[config.mk]
export PLATFORM = sky130hd
export DESIGN_NAME = hht_div
export DESIGN_NICKNAME = d
export VERILOG_FILES = /design/src/sv/hht_pkg.sv /design/src/sv/hht_div.sv
export SDC_FILE = /design/constraint.sdc
export NUM_CORES = 1
export LEC_CHECK = 0
export BUFFER_PORTS_ARGS = -buffer_cell sky130_fd_sc_hd__buf_2
export CAP_MARGIN = 30
export CORE_MARGIN = 5
export CORE_UTILIZATION = 59
export CTS_CLUSTER_SIZE = 25
export DETAILED_ROUTE_END_ITERATION = 6
export PLACE_DENSITY_LB_ADDON = 0.08
export SYNTH_ARGS = -nofsm -noshare
export SYNTH_HDL_FRONTEND = slang
export SYNTH_SLANG_ARGS = --single-unit
[constraint.sdc]
create_clock -name clk -period 4.5 [get_ports clk]
set_input_delay 1.35 -clock clk [delete_from_list [all_inputs] [get_ports clk]]
set_output_delay 1.35 -clock clk [all_outputs]
set_load 0.01 [all_outputs]
[src/sv/hht_pkg.sv]
// shared types, constants and the low-bit helper of the hopscotch hash table unit
// no dependencies
`default_nettype none
package hht_pkg;

  localparam int HASH_W  = 32;
  localparam int KEY_W   = 32;
  localparam int VALUE_W = 32;
  localparam int CFG_W   = 11;
  localparam int SIG_LSB = 16;

  typedef logic [1:0] req_t;
  localparam req_t REQ_INSERT = 2'd0;
  localparam req_t REQ_LOOKUP = 2'd1;
  localparam req_t REQ_REMOVE = 2'd2;

  typedef logic [1:0] status_t;
  localparam status_t ST_BUCKET    = 2'd0;
  localparam status_t ST_CELLAR    = 2'd1;
  localparam status_t ST_NOT_FOUND = 2'd2;
  localparam status_t ST_FULL      = 2'd3;

  typedef logic cfg_idx_t;
  localparam cfg_idx_t REG_BUCKET_COUNT = 1'b0;
  localparam cfg_idx_t REG_CELL_COUNT   = 1'b1;

  localparam logic [CFG_W-1:0] BUCKET_COUNT_RST = 11'd1024;
  localparam logic [6:0]       CELL_COUNT_RST   = 7'd64;

  // index of the lowest set bit, 31 when none is set
  function automatic logic [4:0] low_bit(input logic [31:0] m);
    logic [4:0] b;
    b = 5'd31;
    for (int j = 31; j >= 0; j--) begin
      if (m[j]) b = 5'(j);
    end
    return b;
  endfunction

endpackage
`default_nettype wire

[src/sv/hht_div.sv]
// iterative restoring remainder unit, one quotient bit per cycle
// depends on hht_pkg
`default_nettype none
module hht_div #(
  parameter int DW = 11
) (
  input  wire logic                      clk,
  input  wire logic                      rst_n,
  input  wire logic                      start,
  input  wire logic [hht_pkg::HASH_W-1:0] dividend,
  input  wire logic [DW-1:0]             divisor,
  output logic                           done,
  output logic [DW-1:0]                  rem
);

  localparam int CNT_W = $clog2(hht_pkg::HASH_W);

  logic                       busy_r;
  logic                       done_r;
  logic [CNT_W-1:0]           cnt_r;
  logic [hht_pkg::HASH_W-1:0] dvd_r;
  logic [DW-1:0]              dsr_r;
  logic [DW-1:0]              rem_r;
  logic [DW:0]                trial;
  logic [DW:0]                diff;

  assign trial = {rem_r, dvd_r[hht_pkg::HASH_W-1]};
  assign diff  = trial - {1'b0, dsr_r};

  always_ff @(posedge clk) begin
    if (!rst_n) begin
      busy_r <= 1'b0;
      done_r <= 1'b0;
      cnt_r  <= '0;
    end else begin
      done_r <= 1'b0;
      if (start) begin
        busy_r <= 1'b1;
        cnt_r  <= '0;
        dvd_r  <= dividend;
        dsr_r  <= divisor;
        rem_r  <= '0;
      end else if (busy_r) begin
        rem_r <= (trial >= {1'b0, dsr_r}) ? diff[DW-1:0] : trial[DW-1:0];
        dvd_r <= {dvd_r[hht_pkg::HASH_W-2:0], 1'b0};
        cnt_r <= cnt_r + 1'b1;
        if (cnt_r == CNT_W'(hht_pkg::HASH_W - 1)) begin
          busy_r <= 1'b0;
          done_r <= 1'b1;
        end
      end
    end
  end

  assign done = done_r;
  assign rem  = rem_r;

endmodule
`default_nettype wire

==> results.py, run 1 <==
metrics = {
    "place": {
        "globalplace.congestion": 0.835,
        "place_area_um2": 3400,
        "port-buffer-count": 57,
        "place_hpwl_mm": 4.01,
        "numPlacedInstances": 360,
        "place_worst_setup_slack_ns": 1.76,
    },
    "synthesis": {
        "async_reset_ff_frac": 0,
        "ys_types": 36,
        "synth_area_per_cell_um2": 12.7,
        "yosys.area.top_type": "edfxtp_1",
        "ys.flop_type": "edfxtp_1",
        "synth_edf_count": 54,
        "syn-num-nets": 299,
        "synth.area.top_cells": "edfxtp_1 53%, mux2_2 12%, ha_1 5.4%",
        "syn_inst": 239,
        "synth_warnings": 0,
        "synth_top_area_frac": 0.534,
        "synth_area_um2": 3040,
        "ys_ff_latch": 61,
        "ys_seq_area_frac": 0.580,
    },
    "floorplanning": {
        "die-area_um2": 6680,
        "fp.dieH_um": 81.7,
        "core.rowCount": 26,
        "num_io_pins": 58,
        "initial_core_util": 0.602,
        "core_region_area_um2": 5040,
        "die_w_um": 81.7,
    },
    "critical_path": {
        "r2r_start": "dvd_r[31]$_DFFE_PP_",
        "critPathCaptureType": "flop",
        "critPathLaunch": "dvd_r[31]$_DFFE_PP_",
        "critical_path_arrival_ns": 2.73,
        "crit_end": "rem[2]$_SDFFCE_PP0P_",
        "worstSetupPathType": "flop to flop",
        "required_ns": 4.57,
        "startpoint_type": "flop",
        "crit_fanout": 12,
        "r2r-end": "rem[2]$_SDFFCE_PP0P_",
        "rrSetupSlack_ns": 1.83,
        "rr_worst_depth": 9,
    },
    "clock_tree": {
        "clockBufferDepth": 2,
        "cts.htree.levels": 3,
        "cts_hold_buf": 0,
        "cts.sinks": 61,
        "cts_root_buffer": "clkbuf_8",
        "ctsResizeCount": 0,
        "cts_tree": "yes",
        "post_cts_buffers": 0,
        "insertion_delay_ns": 0.33,
        "numCtsBuffers": 9,
        "clk_pin_slew_worst_paths_ns": 0.06,
    },
    "min_path": {
        "min_from": "cnt_r[4]$_SDFFE_PP0P_",
        "hold_class": "flop to flop",
    },
    "power_and_ir_drop": {
        "p_leak_nw": 1.47,
        "irDropWorstVdd_uv": 260,
        "p_per_area_nw_per_um2": 388,
    },
    "sta": {
        "finalHoldViolations": 0,
        "max_slew_margin": 0.602,
        "hold_ws_ns": 0.506,
        "finClkSkew_ns": 0.00966,
        "max_slew.worst_pin.slew_ns": 0.597,
        "clock.fmax_mhz": 375,
        "final.setup.tns_ns": 0,
        "min_period_over_period": 0.593,
        "rsz0062_at_grt": "false",
        "post-route-min-period_ns": 2.67,
        "worst_slack_ns": 1.83,
        "final_max_slew_viol_count": 0,
        "setup_violations": 0,
    },
    "cells_and_area": {
        "layout.cells.non_filler": 376,
        "final_common_cell": "buf_2",
        "postLayoutCellArea_um2": 3580,
        "antennaDiodeCount": 0,
        "final_cell_mix": "57 x buf_2, 54 x edfxtp_1, 31 x mux2_2, 21 x nor2_1, 16 x nand2_1",
        "drive_gt1_frac": 0.369,
        "fillers": 380,
        "final_nets": 361,
        "area_delta_synth_final_pct": 18.0,
    },
    "drt": {
        "dr.pass1.iters": 4,
        "wire_per_inst_um": 14.8,
        "drt.antenna.violating_nets": 0,
        "drc": 0,
        "vias": 2012,
        "drt_wl_total_mm": 5.55,
        "drt-vias-per-instance": 5.35,
        "drt_iter0_drc": 94,
    },
    "global_routing": {
        "grt_pass1_vias": 1855,
        "grt_pass1_wl_mm": 8.53,
        "grt_start_max_net_pins": 33,
        "antenna_found_initial": 0,
        "grtUsageTotal": 0.174,
        "grt_overflow": 0,
    },
    "job": {
        "cap_violations": 0,
    },
    "run_status": {
        "run_status": "finished clean",
    },
}
kinds of logic (layout without fill, tap and decap cells):
kind of cell    Yosys count  after routing  synth area share
buf+inv                  23             90            0.0293
fa+ha+maj                14             14            0.0602
simple gates             60             60            0.0944
xor+xnor                  7              7            0.0202
flops                    61             61             0.580
mux                      36             36             0.131
compound gates           38             38            0.0841
synth_stat cells (all sizes together), types with 4 or more instances:
cell / instances
mux2i: 5
mux2: 31
nand2: 16
clkbuf: 4
ha: 13
a21oi: 14
o21a: 4
xnor2: 4
nand3: 6
dfxtp: 7
buf: 4
inv: 15
nor2: 21
edfxtp: 54
o21ai: 6
how the worst min path moves through the flow:
stage | end | slack [ns] | cells after the start
after global placement | cnt_r[4]$_SDFFE_PP0P_ | 0.48 | 2
after global routing | cnt_r[4]$_SDFFE_PP0P_ | 0.56 | 2
final | cnt_r[4]$_SDFFE_PP0P_ | 0.51 | 2
after CTS | cnt_r[4]$_SDFFE_PP0P_ | 0.51 | 2
after detailed placement | cnt_r[4]$_SDFFE_PP0P_ | 0.50 | 2
after floorplan | cnt_r[4]$_SDFFE_PP0P_ | 0.47 | 2
layout make-up:
| type | count | area, µm² | area share |
|---|---|---|---|
| multi-input combinational | 155 | 1190 | 0.331 |
| sequential | 61 | 1760 | 0.492 |
| clock inverter | 4 | 21.3 | 0.00594 |
| clock buffer | 12 | 156 | 0.0437 |
| timing repair buffer | 59 | 313 | 0.0873 |
| inverter | 15 | 56.3 | 0.0157 |
| tap | 70 | 87.6 | 0.0244 |
worst max-delay path, cell delays in order (launching register included):
cell and delay [ns]:
edfxtp_1 0.34, inv_1 0.05, ha_1 0.22, fa_1 0.41, nand2b_2 0.22, a21oi_2 0.17
o2111ai_2 0.18, a21oi_2 0.52, mux2i_1 0.24, nor2_1 0.05
layer usage:
layer | vias up | routed length (µm) | global-route usage
met5 | - | 0 | 0
met4 | 0 | 69 | 0.0847
met3 | 7 | 369 | 0.0373
met2 | 64 | 2670 | 0.265
met1 | 934 | 2440 | 0.236
li1 | 1007 | - | -
state kept, by name, summed over array words and instances, names as in the netlist:
register	cells
dsr_r	11
cnt_r	5
busy_r	1
dvd_r	32
done	1
rem	11
metrics by stage:
stage,total power [mW],utilization
after floorplan,0.896,-
after global placement,0.962,0.671
after detailed placement,0.972,0.675
after CTS,1.40,0.710
after global routing,1.47,0.710
final,1.39,0.710
power breakdown:
group / switching, mW / internal (mW) / total, mW
Sequential: 0.0196 / 0.668 / 0.688
Combinational: 0.146 / 0.125 / 0.271
Clock: 0.201 / 0.231 / 0.432
Power figures use the tool's default switching activity.
==> inputs of run 2 (changes only) <==
--- a/config.mk
+++ b/config.mk
@@ -8,7 +8,7 @@
 export BUFFER_PORTS_ARGS = -buffer_cell sky130_fd_sc_hd__buf_2
 export CAP_MARGIN = 30
 export CORE_MARGIN = 5
-export CORE_UTILIZATION = 59
+export CORE_UTILIZATION = 50
 export CTS_CLUSTER_SIZE = 25
 export DETAILED_ROUTE_END_ITERATION = 6
 export PLACE_DENSITY_LB_ADDON = 0.08
==> constraint.sdc (replaced) <==
create_clock -name clk -period 2.2 [get_ports clk]
set_input_delay 0.66 -clock clk [delete_from_list [all_inputs] [get_ports clk]]
set_output_delay 0.66 -clock clk [all_outputs]
set_load 0.01 [all_outputs]
==> results.py, run 2 (synthesized netlist as in run 1, its figures left out) <==
metrics = {
    "cells_and_area": {
        "postLayoutCellArea_um2": 3850,
        "final_nets": 377,
        "drive_gt1_frac": 0.438,
        "antennaDiodeCount": 0,
        "largest_reg_flops": 32,
        "final_common_cell": "buf_2",
        "area_delta_synth_final_pct": 26.8,
        "final_cell_mix": "57 x buf_2, 54 x edfxtp_1, 31 x mux2_2, 19 x nor2_1, 16 x nand2_1",
        "regMostFlops": "dvd_r",
    },
    "global_routing": {
        "grt_pass1_vias": 2127,
        "grtUsageTotal": 0.169,
        "grt_pass1_wl_mm": 9.76,
        "grt_start_max_net_pins": 36,
        "grt_overflow": 0,
        "antenna_found_initial": 0,
    },
    "sta": {
        "hold_ws_ns": 0.493,
        "finClkSkew_ns": 0.00600,
        "final_max_slew_viol_count": 0,
        "finalHoldViolations": 0,
        "min_period_over_period": 1.04,
        "final.setup.tns_ns": -0.183,
        "worst_slack_ns": -0.0814,
        "max_slew.worst_pin.slew_ns": 0.516,
        "rsz0062_at_grt": "true",
        "max_slew_margin": 0.653,
        "setup_violations": 5,
        "clock.fmax_mhz": 438,
        "post-route-min-period_ns": 2.28,
    },
    "clock_tree": {
        "numCtsBuffers": 9,
        "cts.htree.levels": 3,
        "insertion_delay_ns": 0.34,
        "cts_tree": "yes",
        "clockBufferDepth": 2,
        "clk_pin_slew_worst_paths_ns": 0.07,
        "cts_root_buffer": "clkbuf_8",
        "cts.sinks": 61,
    },
    "critical_path": {
        "crit_fanout": 4,
        "critPathCaptureType": "flop",
        "worstSetupPathType": "flop to flop",
        "cp_slowest_cell": "edfxtp_1",
        "critical_path_arrival_ns": 2.37,
        "required_ns": 2.29,
        "crit_chain": "ha_2 > fa_2 > nand2b_4 > a21oi_4 > o2111ai_4 > a21o_2 > and3_1 > a211o_1",
        "startpoint_type": "flop",
        "critical-path-max-stage-delay_ns": 0.38,
    },
    "floorplanning": {
        "core.rowCount": 28,
        "core_region_area_um2": 5920,
        "initial_core_util": 0.513,
        "die-area_um2": 7730,
        "fp.dieH_um": 87.9,
        "num_io_pins": 58,
        "die_w_um": 87.9,
    },
    "drt": {
        "vias": 2085,
        "drt_iter0_drc": 154,
        "drt.antenna.violating_nets": 0,
        "wire_per_inst_um": 15.1,
        "drc": 0,
        "drt-vias-per-instance": 5.25,
        "drt_wl_total_mm": 5.99,
        "dr.pass1.iters": 4,
    },
    "min_path": {
        "hold_class": "primary input to flop",
    },
    "power_and_ir_drop": {
        "irDropWorstVdd_uv": 498,
        "p_leak_nw": 1.59,
        "p_per_area_nw_per_um2": 862,
        "p_total_mw": 3.32,
    },
    "run_status": {
        "run_status": "finished with violations",
        "violations": "negative setup slack",
    },
    "place": {
        "port-buffer-count": 57,
        "place_hpwl_mm": 4.15,
        "globalplace.congestion": 0.798,
        "place_area_um2": 3530,
    },
    "job": {
        "cap_violations": 0,
    },
}
[run 2: cell types whose count changed in the layout (fill, tap and decap cells not counted), sizes merged]
cell	previous run	this run
clkbuf	12	9
buf	59	75
bufinv	0	3
[run 2: repair_timing]
action / 4_1_cts / 5_1_grt
endpoints found under the setup margin: 11 / 11
gates resized for setup: 4 / 10
pin swaps: 9 / 4
buffers inserted: 1 / 1
hold buffers: 0 / 0
[run 2: routing by layer]
metal / wire (µm) / part of all wire / track usage / vias to the layer above
met5: 0 / 0 / 0 / -
li1: - / - / - / 1036
met3: 417 / 0.070 / 0.0499 / 7
met2: 2970 / 0.50 / 0.271 / 63
met1: 2520 / 0.42 / 0.204 / 979
met4: 79 / 0.013 / 0.0921 / 0
[run 2: path summary, 6_finish.rpt]
| kind | startpoint | endpoint | slack [ns] | cells after the start |
|---|---|---|---|---|
| min reg2reg | cnt_r[4]$_SDFFE_PP0P_ | cnt_r[4]$_SDFFE_PP0P_ | 0.50 | 2 |
| max reg2reg | dsr_r[0]$_DFFE_PP_ | rem[10]$_SDFFCE_PP0P_ | -0.08 | 8 |
| max | dsr_r[0]$_DFFE_PP_ | rem[10]$_SDFFCE_PP0P_ | -0.08 | 8 |
| min | divisor[4] | dsr_r[4]$_DFFE_PP_ | 0.49 | 1 |
[run 2: layout make-up]
class                      instances  area, µm²
tap                               75       93.8
clock inverter                     7        121
inverter                          15       56.3
sequential                        61       1760
fill                             458       2070
timing repair buffer              75        440
multi-input combinational        155       1250
clock buffer                       9        124
[run 2: per-stage QoR]
stage	util	setup slack, ns	instances
3_5_place_dp	0.596	-0.111	379
4_1_cts	0.641	-0.0409	396
3_3_place_gp	0.596	-0.0816	379
2_1_floorplan	-	-0.0671	239
6_report	0.650	-0.0814	397
5_1_grt	0.650	-0.157	397
[run 2: worst max-delay path: cells and delay by family, from the launching register on]
family	cells	cell delay (ns)
flops	1	0.38
compound gates	4	0.80
simple gates	2	0.30
fa+ha+maj	2	0.56
[run 2: power by group]
part	internal (mW)	total, mW	switching, mW
clock network	0.758	1.23	0.475
logic	0.334	0.684	0.351
registers	1.37	1.40	0.0363
total	2.46	3.32	0.862
==> inputs of run 3 (changes only) <==
--- a/config.mk
+++ b/config.mk
@@ -7,7 +7,8 @@
 export LEC_CHECK = 0
 export BUFFER_PORTS_ARGS = -buffer_cell sky130_fd_sc_hd__buf_2
 export CAP_MARGIN = 30
-export CORE_MARGIN = 5
+export CORE_ASPECT_RATIO = 1.25
+export CORE_MARGIN = 4
 export CORE_UTILIZATION = 50
 export CTS_CLUSTER_SIZE = 25
 export DETAILED_ROUTE_END_ITERATION = 6
==> results.py, run 3 (synthesized netlist as in run 1, its figures left out) <==
metrics = {
    "run_status": {
        "run_status": "finished with violations",
        "violations": "negative setup slack",
    },
    "sta": {
        "finalHoldViolations": 0,
        "max_slew.worst_pin.slew_ns": 0.501,
        "post-route-min-period_ns": 2.32,
        "clock.fmax_mhz": 431,
        "setup_violations": 11,
        "max_slew_margin": 0.663,
        "final.setup.tns_ns": -0.485,
        "finClkSkew_ns": 0.0120,
        "min_period_over_period": 1.05,
        "rsz0062_at_grt": "true",
        "worst_slack_ns": -0.118,
        "final_max_slew_viol_count": 0,
    },
    "floorplanning": {
        "core_region_area_um2": 5860,
        "die_w_um": 77.7,
        "die-area_um2": 7390,
        "num_io_pins": 58,
        "fp.dieH_um": 95.1,
        "core.rowCount": 31,
        "initial_core_util": 0.518,
    },
    "cells_and_area": {
        "area_delta_synth_final_pct": 27.4,
        "regMostFlops": "dvd_r",
        "largest_reg_flops": 32,
        "final_nets": 386,
        "antennaDiodeCount": 0,
        "fillers": 459,
        "final_common_cell": "buf_2",
        "final_cell_mix": "57 x buf_2, 54 x edfxtp_1, 31 x mux2_2, 21 x buf_4, 18 x nor2_1",
        "drive_gt1_frac": 0.442,
    },
    "critical_path": {
        "crit_fanout": 4,
        "critical_path_arrival_ns": 2.40,
        "startpoint_type": "flop",
        "critPathCaptureType": "flop",
        "required_ns": 2.28,
        "worstSetupPathType": "flop to flop",
    },
    "drt": {
        "drc": 0,
        "drt_wl_total_mm": 6.02,
        "drt-vias-per-instance": 5.14,
        "wire_per_inst_um": 14.6,
        "vias": 2116,
        "drt.antenna.violating_nets": 0,
        "dr.pass1.iters": 4,
        "drt_iter0_drc": 104,
    },
    "place": {
        "place_worst_setup_slack_ns": -0.242,
        "globalplace.congestion": 0.856,
        "place_hpwl_mm": 4.37,
        "port-buffer-count": 57,
    },
    "clock_tree": {
        "cts.sinks": 61,
        "numCtsBuffers": 9,
        "insertion_delay_ns": 0.33,
        "clk_pin_slew_worst_paths_ns": 0.07,
        "cts_root_buffer": "clkbuf_8",
        "cts_hold_buf": 0,
        "cts_tree": "yes",
        "cts.htree.levels": 3,
        "clockBufferDepth": 2,
    },
    "global_routing": {
        "antenna_found_initial": 0,
        "grt_overflow": 0,
        "grt_pass1_vias": 2173,
        "grt_pass1_wl_mm": 9.80,
        "grtUsageTotal": 0.174,
        "grt_start_max_net_pins": 37,
    },
    "power_and_ir_drop": {
        "p_per_area_nw_per_um2": 758,
        "irDropWorstVdd_uv": 504,
        "p_leak_nw": 1.60,
    },
    "min_path": {
        "hold_class": "primary input to flop",
    },
    "job": {
        "cap_violations": 0,
    },
}
==> run 3: cell count changes in the layout (fill, tap and decap cells not counted), sizes merged <==
cell    previous run  this run
buf               75        84
bufinv             3         0
clkbuf             9        11
clkinv             3         4
inv               16        15
==> run 3: worst max-delay path, stage by stage (launching register included) <==
cell and delay [ns]:
edfxtp_1 0.37, inv_1 0.05, ha_2 0.19, fa_2 0.34
nand2b_4 0.16, a21oi_4 0.19, o2111ai_4 0.15, a21o_2 0.25
and3_1 0.15, a211o_1 0.22
==> run 3: cell type report <==
cell class / count / area [µm²] / share of cell area
clock inverter: 4 / 16.3 / 0.00421
timing repair buffer: 84 / 537 / 0.139
inverter: 15 / 56.3 / 0.0146
multi-input combinational: 155 / 1260 / 0.326
clock buffer: 11 / 131 / 0.0340
sequential: 61 / 1760 / 0.456
tap: 82 / 103 / 0.0265
==> run 3: worst paths after layout <==
path,start,endpoint,slack (ns),depth (start not counted)
setup / recovery,dvd_r[31]$_DFFE_PP_,rem[10]$_SDFFCE_PP0P_,-0.12,9
hold / removal,divisor[4],dsr_r[4]$_DFFE_PP_,0.50,1
setup reg to reg,dvd_r[31]$_DFFE_PP_,rem[10]$_SDFFCE_PP0P_,-0.12,9
hold reg to reg,cnt_r[3]$_SDFFE_PP0P_,cnt_r[3]$_SDFFE_PP0P_,0.50,2
==> run 3: metrics by stage <==
| stage | power, mW | instances | util | hold slack (ns) | cell area [µm²] |
|---|---|---|---|---|---|
| detailed placement | 2.09 | 392 | 0.615 | 0.496 | 3600 |
| floorplan | 1.84 | 239 | - | 0.467 | 3050 |
| global route | 3.09 | 412 | 0.660 | 0.477 | 3870 |
| global placement | 2.07 | 392 | 0.615 | 0.487 | 3600 |
| CTS | 2.93 | 410 | 0.653 | 0.482 | 3830 |
| finish | 2.93 | 412 | 0.660 | 0.497 | 3870 |
==> run 3: timing repair <==
item	4_1_cts	5_1_grt
resized for setup	10	7
endpoints found under the setup margin	11	11
buffers inserted	3	2
pin swaps	11	4
==> run 3: per-layer routing <==
layer | up-vias | GRT usage | wire, µm
met3 | 5 | 0.0614 | 316
met4 | 0 | 0.0994 | 83
met1 | 1009 | 0.197 | 2480
li1 | 1056 | - | -
met5 | - | 0 | 0
met2 | 46 | 0.286 | 3140
==> run 3: power breakdown <==
group	total, mW	internal [mW]	leakage (nW)	switching, mW
sequential	1.41	1.37	0.573	0.0384
combinational	0.732	0.370	0.948	0.362
clock	0.796	0.390	0.0757	0.406
